==> config.mk <==
export PLATFORM = sky130hd
export DESIGN_NAME = multi_read_threshold_bin_detector_core_flat
export DESIGN_NICKNAME = d
export VERILOG_FILES = /design/src/sv/mrtb_pkg.sv /design/src/sv/mrtb_in_if.sv /design/src/sv/mrtb_out_if.sv /design/src/sv/multi_read_threshold_bin_detector_core.sv /design/src/flat_wrapper.sv
export SDC_FILE = /design/constraint.sdc
export NUM_CORES = 1
export LEC_CHECK = 0
export ABC_AREA = 1
export BUFFER_PORTS_ARGS = -buffer_cell sky130_fd_sc_hd__buf_2
export CAP_MARGIN = 20
export CORE_MARGIN = 8
export CORE_UTILIZATION = 40
export DETAILED_ROUTE_END_ITERATION = 10
export GPL_ROUTABILITY_DRIVEN = 0
export PLACE_DENSITY = 0.65
export SLEW_MARGIN = 10
export SYNTH_ARGS = -nofsm -noshare
export SYNTH_HDL_FRONTEND = slang
export SYNTH_SLANG_ARGS = --single-unit
==> constraint.sdc <==
create_clock -name clk_i -period 4.93 [get_ports clk_i]
set_clock_uncertainty 0.1 [all_clocks]
set_input_delay 0.2465 -clock clk_i [delete_from_list [all_inputs] [get_ports clk_i]]
set_output_delay 0.2465 -clock clk_i [all_outputs]
set_load 0.03 [all_outputs]
==> src/sv/mrtb_pkg.sv <==
// ----------------------------------------------------------------------------
// mrtb_pkg
// Types and constants shared by the read threshold bin detector files.
// ----------------------------------------------------------------------------
package mrtb_pkg;

  localparam int MaxReads   = 7;
  localparam int SampleBits = 12;
  localparam int CountBits  = 16;
  localparam int CntW       = $clog2(MaxReads + 1);
  localparam int BinW       = 3;

  typedef enum logic {
    FuncLoad     = 1'b0,
    FuncClassify = 1'b1
  } func_e;

  typedef logic signed [SampleBits-1:0] sample_t;
  typedef logic [CntW-1:0]              cnt_t;
  typedef logic [BinW-1:0]              bin_t;
  typedef logic [CountBits-1:0]         errcnt_t;

  typedef struct packed {
    func_e   func;
    sample_t threshold;
    logic    start_table;
    sample_t sample;
    logic    sent_bit;
    logic    last_sample;
  } in_t;

  typedef struct packed {
    bin_t                bin_id;
    logic [MaxReads-1:0] soft_code;
    logic                hard_error;
    errcnt_t             error_count;
    logic                block_end;
  } out_t;

endpackage

==> src/sv/mrtb_in_if.sv <==
// ----------------------------------------------------------------------------
// mrtb_in_if
// Request channel into the detector: valid/ready with load or classify payload.
// ----------------------------------------------------------------------------
interface mrtb_in_if;
  import mrtb_pkg::*;

  logic valid;
  logic ready;
  in_t  payload;

  modport source (output valid, output payload, input ready);
  modport sink   (input valid, input payload, output ready);
endinterface

==> src/sv/mrtb_out_if.sv <==
// ----------------------------------------------------------------------------
// mrtb_out_if
// Result channel out of the detector: valid/ready with bin and error payload.
// ----------------------------------------------------------------------------
interface mrtb_out_if;
  import mrtb_pkg::*;

  logic valid;
  logic ready;
  out_t payload;

  modport source (output valid, output payload, input ready);
  modport sink   (input valid, input payload, output ready);
endinterface

==> src/sv/multi_read_threshold_bin_detector_core.sv <==
// ----------------------------------------------------------------------------
// multi_read_threshold_bin_detector_core
// Sorted read threshold table with bin map; classifies samples into bins,
// builds the soft-read code and counts hard-decision errors per block.
// ----------------------------------------------------------------------------
//  channel  | dir | payload                                        | results
//  ---------+-----+------------------------------------------------+--------
//  in_i     | in  | func, threshold, start_table, sample, sent_bit, | -
//           |     | last_sample                                    |
//  out_o    | out | bin_id, soft_code, hard_error, error_count,    | 1 per
//           |     | block_end                                      | classify
//
//  One request per cycle while no result is stalled. Requests pass the input register,
//  then the table update or compare/priority pick into the result register.
//  Load requests give no result and never wait on the result side.
//  A stalled result holds a classify request in the input register; loads
//  behind it wait there too, so table updates stay in order.
//  Reset clears the table, bin map and error count at once.
// ----------------------------------------------------------------------------
module multi_read_threshold_bin_detector_core (
  input  logic       clk_i,
  input  logic       rst_ni,
  mrtb_in_if.sink    in_i,
  mrtb_out_if.source out_o
);
  import mrtb_pkg::*;

  logic    s1_valid_q;
  in_t     s1_q;
  logic    out_valid_q;
  out_t    out_q;

  sample_t sorted_q [MaxReads];
  sample_t orig_q   [MaxReads];
  bin_t    bin_q    [MaxReads+1];
  cnt_t    ref_cnt_q;
  errcnt_t err_cnt_q;

  logic    s1_is_load, out_free, s1_adv, in_acc;

  assign s1_is_load = (s1_q.func == FuncLoad);
  assign out_free   = !out_valid_q || out_o.ready;
  assign s1_adv     = s1_valid_q && (s1_is_load || out_free);
  assign in_i.ready = !s1_valid_q || s1_adv;
  assign in_acc     = in_i.valid && in_i.ready;

  // --------------------------------------------------------------------------
  // Threshold insertion
  // --------------------------------------------------------------------------
  sample_t sb [MaxReads];
  sample_t sprev [MaxReads];
  sample_t ob [MaxReads];
  bin_t    bb [MaxReads+1];
  bin_t    bprev [MaxReads+1];
  logic    ge [MaxReads+1];
  logic    geprev [MaxReads+1];
  cnt_t    kb;
  logic    ins_ok;
  sample_t sorted_d [MaxReads];
  sample_t orig_d   [MaxReads];
  bin_t    bin_d    [MaxReads+1];
  cnt_t    ref_cnt_d;

  always_comb begin
    for (int j = 0; j < MaxReads; j++) begin
      sb[j] = s1_q.start_table ? '0 : sorted_q[j];
      ob[j] = s1_q.start_table ? '0 : orig_q[j];
    end
    for (int j = 0; j <= MaxReads; j++) begin
      bb[j] = s1_q.start_table ? '0 : bin_q[j];
    end
    kb     = s1_q.start_table ? '0 : ref_cnt_q;
    ins_ok = (kb < cnt_t'(MaxReads));

    // ge: entry lies at or after the insertion point (list is ascending)
    for (int j = 0; j <= MaxReads; j++) begin
      if ((j < MaxReads) && (j < int'(kb))) begin
        ge[j] = (s1_q.threshold < sb[j]);
      end else begin
        ge[j] = 1'b1;
      end
    end
    geprev[0] = 1'b0;
    sprev[0]  = sb[0];
    bprev[0]  = bb[0];
    for (int j = 1; j <= MaxReads; j++) begin
      geprev[j] = ge[j-1];
      bprev[j]  = bb[j-1];
      if (j < MaxReads) begin
        sprev[j] = sb[j-1];
      end
    end

    for (int j = 0; j < MaxReads; j++) begin
      sorted_d[j] = sb[j];
      if (j <= int'(kb)) begin
        if (ge[j] && !geprev[j]) begin
          sorted_d[j] = s1_q.threshold;
        end else if (ge[j]) begin
          sorted_d[j] = sprev[j];
        end
      end
      orig_d[j] = (j == int'(kb)) ? s1_q.threshold : ob[j];
    end
    for (int j = 0; j <= MaxReads; j++) begin
      bin_d[j] = bb[j];
      if (j <= int'(kb) + 1) begin
        if (ge[j] && !geprev[j]) begin
          bin_d[j] = bin_t'(kb + cnt_t'(1));
        end else if (ge[j]) begin
          bin_d[j] = bprev[j];
        end
      end
    end
    ref_cnt_d = kb + cnt_t'(1);
  end

  // --------------------------------------------------------------------------
  // Classification
  // --------------------------------------------------------------------------
  logic                below [MaxReads];
  logic                first [MaxReads];
  logic                any_below;
  sample_t             bound;
  logic [MaxReads-1:0] raw_rev;
  logic [MaxReads-1:0] code;
  bin_t                bin_sel;
  logic                hard_err;
  errcnt_t             cnt_next;

  always_comb begin
    any_below = 1'b0;
    bound     = '0;
    for (int j = 0; j < MaxReads; j++) begin
      below[j] = (j < int'(ref_cnt_q)) && (s1_q.sample < sorted_q[j]);
    end
    for (int j = 0; j < MaxReads; j++) begin
      first[j]  = below[j] && ((j == 0) || !below[(j == 0) ? 0 : j-1]);
      any_below = any_below | below[j];
      bound     = bound | (first[j] ? sorted_q[j] : '0);
    end
    // read 0 lands in bit ref_count-1
    for (int j = 0; j < MaxReads; j++) begin
      raw_rev[MaxReads-1-j] = (j < int'(ref_cnt_q)) && (bound <= orig_q[j]);
    end
    code = any_below ? (raw_rev >> (cnt_t'(MaxReads) - ref_cnt_q)) : '0;

    bin_sel = '0;
    for (int j = 0; j <= MaxReads; j++) begin
      if (((j < MaxReads) && first[(j < MaxReads) ? j : 0]) ||
          (!any_below && (j == int'(ref_cnt_q)))) begin
        bin_sel = bin_sel | bin_q[j];
      end
    end

    hard_err = s1_q.sample[SampleBits-1] ^ s1_q.sent_bit;
    cnt_next = (hard_err && (err_cnt_q != '1)) ? err_cnt_q + errcnt_t'(1) : err_cnt_q;
  end

  // --------------------------------------------------------------------------
  // Registers
  // --------------------------------------------------------------------------
  always_ff @(posedge clk_i or negedge rst_ni) begin
    if (!rst_ni) begin
      s1_valid_q  <= 1'b0;
      out_valid_q <= 1'b0;
      ref_cnt_q   <= '0;
      err_cnt_q   <= '0;
      for (int j = 0; j < MaxReads; j++) begin
        sorted_q[j] <= '0;
        orig_q[j]   <= '0;
      end
      for (int j = 0; j <= MaxReads; j++) begin
        bin_q[j] <= '0;
      end
    end else begin
      if (in_i.ready) begin
        s1_valid_q <= in_i.valid;
      end
      if (out_free) begin
        out_valid_q <= s1_adv && !s1_is_load;
      end
      if (s1_adv && s1_is_load && ins_ok) begin
        sorted_q  <= sorted_d;
        orig_q    <= orig_d;
        bin_q     <= bin_d;
        ref_cnt_q <= ref_cnt_d;
      end
      if (s1_adv && !s1_is_load) begin
        err_cnt_q <= s1_q.last_sample ? '0 : cnt_next;
      end
    end
  end

  always_ff @(posedge clk_i) begin
    if (in_acc) begin
      s1_q <= in_i.payload;
    end
    if (s1_adv && !s1_is_load) begin
      out_q.bin_id      <= bin_sel;
      out_q.soft_code   <= code;
      out_q.hard_error  <= hard_err;
      out_q.error_count <= cnt_next;
      out_q.block_end   <= s1_q.last_sample;
    end
  end

  assign out_o.valid   = out_valid_q;
  assign out_o.payload = out_q;

  // --------------------------------------------------------------------------
  // Assertions
  // --------------------------------------------------------------------------
  logic sorted_ok;

  always_comb begin
    sorted_ok = 1'b1;
    for (int j = 0; j < MaxReads - 1; j++) begin
      if ((j + 1 < int'(ref_cnt_q)) && (sorted_q[j] > sorted_q[j+1])) begin
        sorted_ok = 1'b0;
      end
    end
  end

  a_sorted: assert property (@(posedge clk_i) disable iff (!rst_ni) sorted_ok)
    else $error("threshold list out of order");

  a_cnt_range: assert property (@(posedge clk_i) disable iff (!rst_ni)
    ref_cnt_q <= cnt_t'(MaxReads))
    else $error("threshold count beyond table size");

  a_full_ignored: assert property (@(posedge clk_i) disable iff (!rst_ni)
    (s1_adv && s1_is_load && !s1_q.start_table && (ref_cnt_q == cnt_t'(MaxReads)))
    |=> $stable(ref_cnt_q))
    else $error("load into full table changed count");

  a_block_clear: assert property (@(posedge clk_i) disable iff (!rst_ni)
    (s1_adv && !s1_is_load && s1_q.last_sample) |=> (err_cnt_q == '0))
    else $error("error count not cleared at block end");

  a_load_no_result: assert property (@(posedge clk_i) disable iff (!rst_ni)
    (s1_adv && s1_is_load && out_free) |=> !out_valid_q)
    else $error("load request produced a result");

endmodule

==> src/flat_wrapper.sv <==
// flat-port wrapper written by rule: the top's interface ports become plain ports
module multi_read_threshold_bin_detector_core_flat import mrtb_pkg::*;
  (clk_i, rst_ni, in_i_valid, in_i_payload, in_i_ready, out_o_valid, out_o_payload, out_o_ready);
  mrtb_in_if in_i_i ();
  mrtb_out_if out_o_i ();
  input  logic clk_i;
  input  logic rst_ni;
  input wire logic [$bits(in_i_i.valid)-1:0] in_i_valid;
  input wire logic [$bits(in_i_i.payload)-1:0] in_i_payload;
  output wire logic [$bits(in_i_i.ready)-1:0] in_i_ready;
  output wire logic [$bits(out_o_i.valid)-1:0] out_o_valid;
  output wire logic [$bits(out_o_i.payload)-1:0] out_o_payload;
  input wire logic [$bits(out_o_i.ready)-1:0] out_o_ready;
  assign in_i_i.valid = in_i_valid;
  assign in_i_i.payload = in_i_payload;
  assign in_i_ready = in_i_i.ready;
  assign out_o_valid = out_o_i.valid;
  assign out_o_payload = out_o_i.payload;
  assign out_o_i.ready = out_o_ready;
  multi_read_threshold_bin_detector_core u_core (.clk_i(clk_i), .rst_ni(rst_ni), .in_i(in_i_i), .out_o(out_o_i));
endmodule
==> results of run 1 <==
[registers in the layout, indices dropped and copies added (netlist names)]
name and cells:
u_core.sorted_q 84, u_core.orig_q 84, u_core.out_o.payload 28, u_core.ref_cnt_q 3
u_core.s1_q 28, u_core.bin_q 24, u_core.err_cnt_q 16, u_core.s1_valid_q 1
u_core.out_o.valid 1
[stage by stage]
stage	utilization [%]	cells	setup slack, ns
after floorplan	-	2932	0.998
after global placement	42.5	3613	0.288
after detailed placement	42.5	3613	0.184
after CTS	45.4	3707	0.157
after global routing	45.4	3709	0.0118
final	45.4	3709	0.272
[kinds of logic after synthesis]
kind of cell / after synthesis / synth area share [%]
and+or+nand+nor: 1360 / 27.6
buffers and inverters: 545 / 10.5
AOI/OAI and AO/OA: 498 / 13.0
DFF: 269 / 33.6
adders and majority gates: 245 / 14.7
xor gates and xnor gates: 15 / 0.629
[report_power, final]
| part | switching (mW) | internal, mW | total, mW |
|---|---|---|---|
| registers | 0.360 | 2.72 | 3.08 |
| clock network | 1.07 | 1.53 | 2.60 |
| logic | 4.15 | 2.16 | 6.31 |
| total | 5.57 | 6.41 | 12.0 |
[worst paths after layout]
kind | start | to | slack [ns] | cells after the start
setup / recovery | u_core.s1_q[9] | u_core.out_o.payload[19] | 0.27 | 23
hold / removal | rst_ni | u_core.orig_q[68] | 0.21 | 2
setup reg to reg | u_core.s1_q[9] | u_core.out_o.payload[19] | 0.27 | 23
hold reg to reg | u_core.s1_q[0] | u_core.out_o.payload[0] | 0.35 | 0
max in group asynchronous | rst_ni | u_core.sorted_q[0] | 3.35 | 3
min in group clk_i | in_i_payload[26] | u_core.s1_q[26] | 0.29 | 2
[layout make-up]
cell class | instances | share of cell area [%]
clock inverters | 14 | 0.621
inverters | 437 | 7.06
well taps | 680 | 3.64
flip-flops and latches | 269 | 30.0
clock buffers | 49 | 4.27
multi-input cells | 2118 | 50.1
repair buffers | 142 | 4.33
[per-layer routing]
layer / wire length [um] / vias up / GRT usage (%)
met3: 6120 / 153 / 3.64
li1: - / 9817 / -
met1: 31200 / 9324 / 32.8
met5: 12 / - / 0
met2: 29500 / 873 / 34.2
met4: 2450 / 2 / 7.96
[cells in the mapped netlist, types with 6 or more instances]
cell type and number:
a21oi_1 212, a21oi_2 6, a31oi_1 13, buf_1 9, buf_2 31, buf_4 6
buf_6 9, clkbuf_1 53, clkinv_1 12, dfrtp_1 213, edfxtp_1 56, ha_1 245
inv_1 410, inv_2 12, nand2_1 755, nand2_2 14, nand3_1 300, nand3b_1 7
nand4_1 30, nor2_1 220, nor2_2 6, nor3_1 12, o21a_1 9, o21ai_0 132
o21ai_1 12, o22ai_1 104, xor2_1 14
[layout by cell type, fill, tap and decap left out, types with 56 or more instances in the layout]
cell      count
buf_2        60
inv_1       410
o21ai_0     132
dfrtp_1     213
nand2_1     751
ha_1        245
nand3_1     300
edfxtp_1     56
nor2_1      218
a21oi_1     211
o22ai_1     104
[what timing repair did]
action / 4_1_cts / 5_1_grt
hold buffers: 31 / 0
setup buffers: 0 / 2
resized for setup: 0 / 5
setup endpoints to repair: 0 / 7
hold endpoints to repair: 122 / 0
==> results.toml, run 1 <==
[run_status]
outcome = "completed"

[critical_path]
crit_required_ns = 5.14
critPathTopFamily = "simple AND/OR/NAND/NOR gates"
path_cells = "ha_1 > a21oi_1 > nand2_1 > a21oi_1 > nand2_1 > nand2_1 > nand2_1 > nand4_1 > buf_4 > o22ai_1 > a21oi_1 > nand2_1 > ha_1 > nand2_1 > o21ai_0 > nand2_1 > nand4_1 > nand3_1 > nand3_1 > o21ai_0 > nand2_1 > nor2_1 > o21a_1"
critPathCaptureType = "flop"
path_max_fanout = 11
cp_num_buf_inv = 1
critPathKind = "flop to flop"
crit_slowest_cell = "edfxtp_1"
arrival_ns = 4.87
cpPeakStageDelay_ns = 0.54
crit_top_cell = "nand2_1"
start_kind = "flop"

[timing]
hold_viol_final = 0
period_share_pct = 94.5
rsz0062_at_grt = "false"
max_slew_margin_pct = 28.5
totalNegativeSetupSlack_ns = 0
setup_viol = 0
hold_ws_ns = 0.213
max_freq_mhz = 215
tightestPinTransition_ns = 1.07
finalMaxSlewViolations = 0
min_period_ns = 4.66

[placement]
dp_hpwl_mm = 51.4
placed_cell_area_um2 = 21900
io_buffers = 61

[clock_network]
htreeDepth = 2
clock_sink_count = 269
clk_pin_slew_ns = 0.06
root_buffer = "clkbuf_16"
cts_buffers = 36
clock_latency_ns = 0.56
cts_tree = "yes"
clockBufferDepth = 3

[pwr]
p_leak_nw = 11.7
power_density_nw_per_um2 = 512
total_power_mw = 12.0
ir_drop_mv = 0.327

[final_layout]
design_area_um2 = 23400
drive_above_1_share_pct = 7.49
regArea_um2 = 7010
final_net_count = 3281
area_delta_synth_final_pct = 12.0
nFillCells = 5341
multi_input_area_um2 = 11700
diodes = 0

[routing]
firstDrtPassIters = 5
drt-total-wl_mm = 69.2
drcViolationCount = 0
ant_nets = 0
via_count = 20200
vias_per_cell = 5.44
wl_per_cell_um = 18.7
drt_iter0_drc = 1839

[min_path]
hold_class = "input port to async pin"

[logic_synthesis]
syn_nets = 3209
synthFlopType = "dfrtp_1"
ys_seq_area_share_pct = 33.6
synth_top_area_share_pct = 25.5
synth_area_per_cell_um2 = 7.12
synth_area_leaders = "dfrtp_1 (26%), ha_1 (15%), nand2_1 (14%)"
ys_async_sr_fraction_pct = 79.2
synth_edf_count = 56
synth.distinct_cells = 44
yosysWarnings = 0
syn-cell-area_um2 = 20900
ys_seq_elements = 269
yosys.area.top_type = "dfrtp_1"
syn_inst = 2932

[global_routing]
grt_use_total_pct = 22.8
grt_overflow = 0
antenna_found_initial = 1
grt_pass1_vias = 18700
grt_max_degree = 122
grt_pass1_wl_mm = 109

[floorplanning]
core-area_um2 = 51500
std_cell_rows = 83
die_w_um = 244
die_height_um = 244
io-pin-count = 62
initial_core_util_pct = 40.5
fp.dieArea_um2 = 59800

[flow_run]
maxCapViolations = 0
(Power assumes the default switching activity.)
==> run 2: changes to the inputs <==
- CORE_MARGIN: 8 -> 3
- RECOVER_POWER: unset -> 50
==> run 2 against run 1 <==
The flow now finishes with violations (capacitance limit, slew limit). Final cell count up 0.30%. Via count up 1.5%. Global-route usage up 2.8 points. Die area down 8.0%. Critical path depth up 3. Combinational power up 2%. Register-to-register slack better by 0.08 ns. Largest cell class unchanged. Highest routed layer is now met4.
==> results.toml, run 2 (synthesis results as in run 1) <==
[final_layout]
diodes = 0
layout_common_cells = "nand2_1 (742), inv_1 (410), nand3_1 (300), ha_1 (245), nor2_1 (218)"
area_delta_synth_final_pct = 12.9
reg_top3 = "u_core.orig_q (84), u_core.sorted_q (84)"
mostFrequentLayoutCell = "nand2_1"
stdcell_count = 3720
final_net_count = 3290
drive_above_1_share_pct = 6.78

[clock_network]
cts_buffers = 36
cts_tree = "yes"
clockBufferDepth = 3
clk_pin_slew_ns = 0.06
root_buffer = "clkbuf_16"
clock_latency_ns = 0.56
clock_sink_count = 269
htreeDepth = 2

[timing]
rsz0062_at_grt = "true"
max_slew_margin_pct = -166
max_freq_mhz = 218
min_period_ns = 4.58
period_share_pct = 92.9
tightestPinTransition_ns = 3.98
hold_viol_final = 0
finalMaxSlewViolations = 79
setup_viol = 0

[routing]
ant_nets = 0
drt_iter0_drc = 2324
via_count = 20500
wl_per_cell_um = 19.1
drt-total-wl_mm = 71.0
drcViolationCount = 0
firstDrtPassIters = 6
vias_per_cell = 5.50

[critical_path]
rr_startpoint = "u_core.s1_q[9]"
arrival_ns = 4.78
crit_required_ns = 5.13
path_max_fanout = 7
start_kind = "flop"
worstSetupStartpoint = "u_core.s1_q[9]"
critPathKind = "flop to flop"
critPathCaptureType = "flop"

[floorplanning]
die_height_um = 234
std_cell_rows = 83
core-area_um2 = 51500
io-pin-count = 62
fp.dieArea_um2 = 55000
die_w_um = 234
initial_core_util_pct = 40.5

[global_routing]
grt_use_total_pct = 25.6
grt_max_degree = 136
grt_pass1_vias = 18800
grt_pass1_wl_mm = 109
antenna_found_initial = 0
grt_overflow = 0

[pwr]
p_comb_share_pct = 51.9
total_power_mw = 12.4
clockPowerShare_pct = 23.2
p_int_mw = 6.71
switchingPower_mw = 5.70
power_density_nw_per_um2 = 526
swShare_pct = 45.9
p_leak_nw = 11.7
ir_drop_mv = 0.261
seqPwrFrac_pct = 24.8

[flow_run]
maxCapViolations = 1

[min_path]
min-delay-start = "in_i_payload[19]"
hold_class = "input port to flop"

[placement]
placed_cells = 3620
dp_hpwl_mm = 51.5
io_buffers = 61

[run_status]
outcome = "finished with violations"
violations = "capacitance limit, slew limit"
==> run 2: repair_timing <==
item / in CTS / in global routing
resized for setup: 0 / 15
buffers inserted: 0 / 3
hold endpoints to repair: 108 / 0
endpoints found under the setup margin: 0 / 7
hold buffers: 31 / 0
==> run 2: worst paths after layout <==
check	to	slack, ns	cells after the start
max	u_core.out_o.payload[18]	0.35	26
min	u_core.s1_q[19]	0.31	2
min reg2reg	u_core.out_o.payload[0]	0.35	0
max reg2reg	u_core.out_o.payload[18]	0.35	26
min in group asynchronous	u_core.err_cnt_q[8]	1.63	2
max in group asynchronous	u_core.bin_q[9]	0.79	2
==> run 2: cell type report <==
class / instances / area (um^2)
clock buffers: 40 / 916
fillers: 5226 / 27900
inverters: 437 / 1650
repair buffers: 151 / 1040
flip-flops and latches: 269 / 7010
multi-input cells: 2118 / 11700
well taps: 680 / 851
clock inverters: 25 / 357
==> run 2: critical path, stage by stage (launching register included) <==
cell and delay, ns:
edfxtp_1 0.53, ha_1 0.35, nand2_1 0.07, inv_1 0.06, nand2_1 0.07, nand2_1 0.08, a21oi_1 0.21, nand2_1 0.08
nand2_1 0.07, nand3_1 0.10, nand2_1 0.25, buf_4 0.21, o22ai_1 0.08, a21oi_1 0.16, nand2_2 0.22, buf_4 0.22
ha_1 0.32, nand2_1 0.11, nor2_1 0.05, a211oi_1 0.27, nand3_1 0.12, nand2_1 0.08, nand3_1 0.10, nand3_1 0.08
nand2_1 0.05, a21oi_1 0.15, a21boi_0 0.10
==> run 2: layer usage <==
metal / up-vias / global-route usage [%] / wire length, um
met5: - / 0 / 0
met4: 0 / 10.6 / 3160
met3: 181 / 4.32 / 6040
met2: 923 / 38.3 / 30200
met1: 9530 / 36.6 / 31600
li1: 9844 / - / -
==> run 2: power by group through the flow <==
stage / clock network (mW) / logic, mW / registers, mW
2_1_floorplan: 0 / 4.35 / 3.03
3_3_place_gp: 0 / 6.11 / 3.10
3_5_place_dp: 0 / 6.20 / 3.10
4_1_cts: 2.92 / 6.26 / 3.07
5_1_grt: 3.01 / 7.26 / 3.12
6_report: 2.88 / 6.44 / 3.08
==> run 2: metrics by stage <==
stage	instance area, um^2	hold slack [ns]	worst slack, ns	util, %	TNS (ns)
finish	23600	0.306	0.352	45.8	0
global route	23600	0.311	-0.00812	45.8	-0.0107
CTS	23600	0.184	0.245	45.7	0
detailed placement	22000	0.177	0.234	42.7	0
global placement	22000	0.180	0.256	42.7	0
floorplan	20900	-0.149	0.998	-	0
==> run 3: changes to the inputs <==
- PLACE_DENSITY: 0.65 -> unset
==> run 3 against run 2 <==
The run still ends with capacitance limit, slew limit left. Non-clock buffer count up 15. Critical endpoint is now u_core.out_o.payload[20]. Final area about the same. Largest power group unchanged. Clock power down 7.6%.
==> results.toml, run 3 (synthesis results as in run 1) <==
[min_path]
hold_class = "input port to flop"

[clock_network]
clk_pin_slew_ns = 0.06
clock_latency_ns = 0.56
clockBufferDepth = 3
root_buffer = "clkbuf_16"
cts_buffers = 36
htreeDepth = 2
clock_sink_count = 269
cts_tree = "yes"

[pwr]
p_leak_nw = 11.7
power_density_nw_per_um2 = 522
ir_drop_mv = 0.278

[routing]
drt_iter0_drc = 2342
drcViolationCount = 0
ant_nets = 0
drt-total-wl_mm = 77.6
firstDrtPassIters = 6
wl_per_cell_um = 20.8
via_count = 21400
vias_per_cell = 5.72

[floorplanning]
die_height_um = 234
io-pin-count = 62
std_cell_rows = 83
die_w_um = 234
initial_core_util_pct = 40.5
core-area_um2 = 51500
fp.dieArea_um2 = 55000

[final_layout]
area_delta_synth_final_pct = 12.9
nFillCells = 5239
drive_above_1_share_pct = 7.27
reg_top3 = "u_core.orig_q (84), u_core.sorted_q (84)"
layout_common_cells = "nand2_1 (742), inv_1 (410), nand3_1 (300), ha_1 (245), nor2_1 (219)"
mostFrequentLayoutCell = "nand2_1"
final_net_count = 3305
stdcell_count = 3735

[placement]
place_worst_setup_slack_ns = 0.134
io_buffers = 61
placed_cells = 3624
dp_hpwl_mm = 56.8

[global_routing]
grt_pass1_vias = 20200
grt_pass1_wl_mm = 118
grt_max_degree = 127
antenna_found_initial = 3
grt_overflow = 0
grt_use_total_pct = 27.9

[critical_path]
crit_top_cell = "nand2_1"
critPathKind = "flop to flop"
path_max_fanout = 13
cpPeakStageDelay_ns = 0.52
arrival_ns = 4.84
crit_slowest_cell = "edfxtp_1"
crit_required_ns = 5.14
start_kind = "flop"
critPathCaptureType = "flop"

[run_status]
violations = "capacitance limit, slew limit"
outcome = "finished with violations"

[timing]
min_period_ns = 4.64
max_slew_margin_pct = -70.6
worst_slack_ns = 0.294
period_share_pct = 94.0
rsz0062_at_grt = "false"
max_freq_mhz = 216
finalMaxSlewViolations = 216
tightestPinTransition_ns = 2.56
totalNegativeSetupSlack_ns = 0
hold_viol_final = 0
setup_viol = 0

[flow_run]
maxCapViolations = 2
==> run 3: layout make-up <==
type	instances	area, um^2	area share, %
Multi-Input combinational cell	2118	11700	49.8
Timing Repair Buffer	166	1130	4.82
Inverter	437	1650	7.00
Clock inverter	12	125	0.531
Sequential cell	269	7010	29.8
Clock buffer	52	1050	4.47
Antenna cell	1	2.50	0.0106
Tap cell	680	851	3.61
==> run 3: per-stage QoR <==
stage | power (mW) | utilization [%] | area (um^2) | hold slack [ns]
floorplan | 7.38 | - | 20900 | -0.149
global placement | 9.19 | 42.7 | 22000 | 0.210
detailed placement | 9.39 | 42.7 | 22000 | 0.207
CTS | 12.1 | 45.6 | 23500 | 0.218
global route | 13.2 | 45.7 | 23600 | 0.297
finish | 12.3 | 45.7 | 23600 | 0.307
==> run 3: path summary, 6_finish.rpt <==
kind                                          start                  endpoint  slack, ns  cells past startpoint
worst max-delay path                u_core.s1_q[13]  u_core.out_o.payload[20]       0.29                     25
worst min-delay path               in_i_payload[14]           u_core.s1_q[14]       0.31                      2
worst max register to register      u_core.s1_q[13]  u_core.out_o.payload[20]       0.29                     25
worst min register to register  u_core.sorted_q[16]       u_core.sorted_q[16]       0.38                      2
max in group asynchronous                    rst_ni         u_core.orig_q[47]       0.80                      3
min in group asynchronous                    rst_ni       u_core.sorted_q[21]       0.83                      2
==> run 3: metal layers <==
layer	up-vias	part of all wire, %	GRT usage (%)
met1	10100	41	37.3
met5	-	0.036	0
met3	238	10	6.15
met2	1178	44	42.9
met4	4	5.0	13.8
li1	9864	-	-
==> run 3: where the power goes <==
| part | internal (mW) | switching, mW |
|---|---|---|
| Combinational | 2.17 | 4.39 |
| Clock | 1.59 | 1.07 |
| Sequential | 2.72 | 0.359 |
| Total | 6.49 | 5.81 |
==> run 3: critical path: cells and delay by family, from the launching register on <==
family                     cells  cell delay, ns
and+or+nand+nor               17            1.97
AOI/OAI and AO/OA              3            0.74
adders and majority gates      2            0.70
DFF                            1            0.52
buffers and inverters          3            0.36
==> run 3: repair_timing <==
| action | 4_1_cts | 5_1_grt |
|---|---|---|
| hold endpoints to repair | 117 | 0 |
| endpoints found under the setup margin | 0 | 7 |
| gates resized for setup | 0 | 17 |
| hold buffers | 31 | 0 |
| buffers inserted | 0 | 14 |
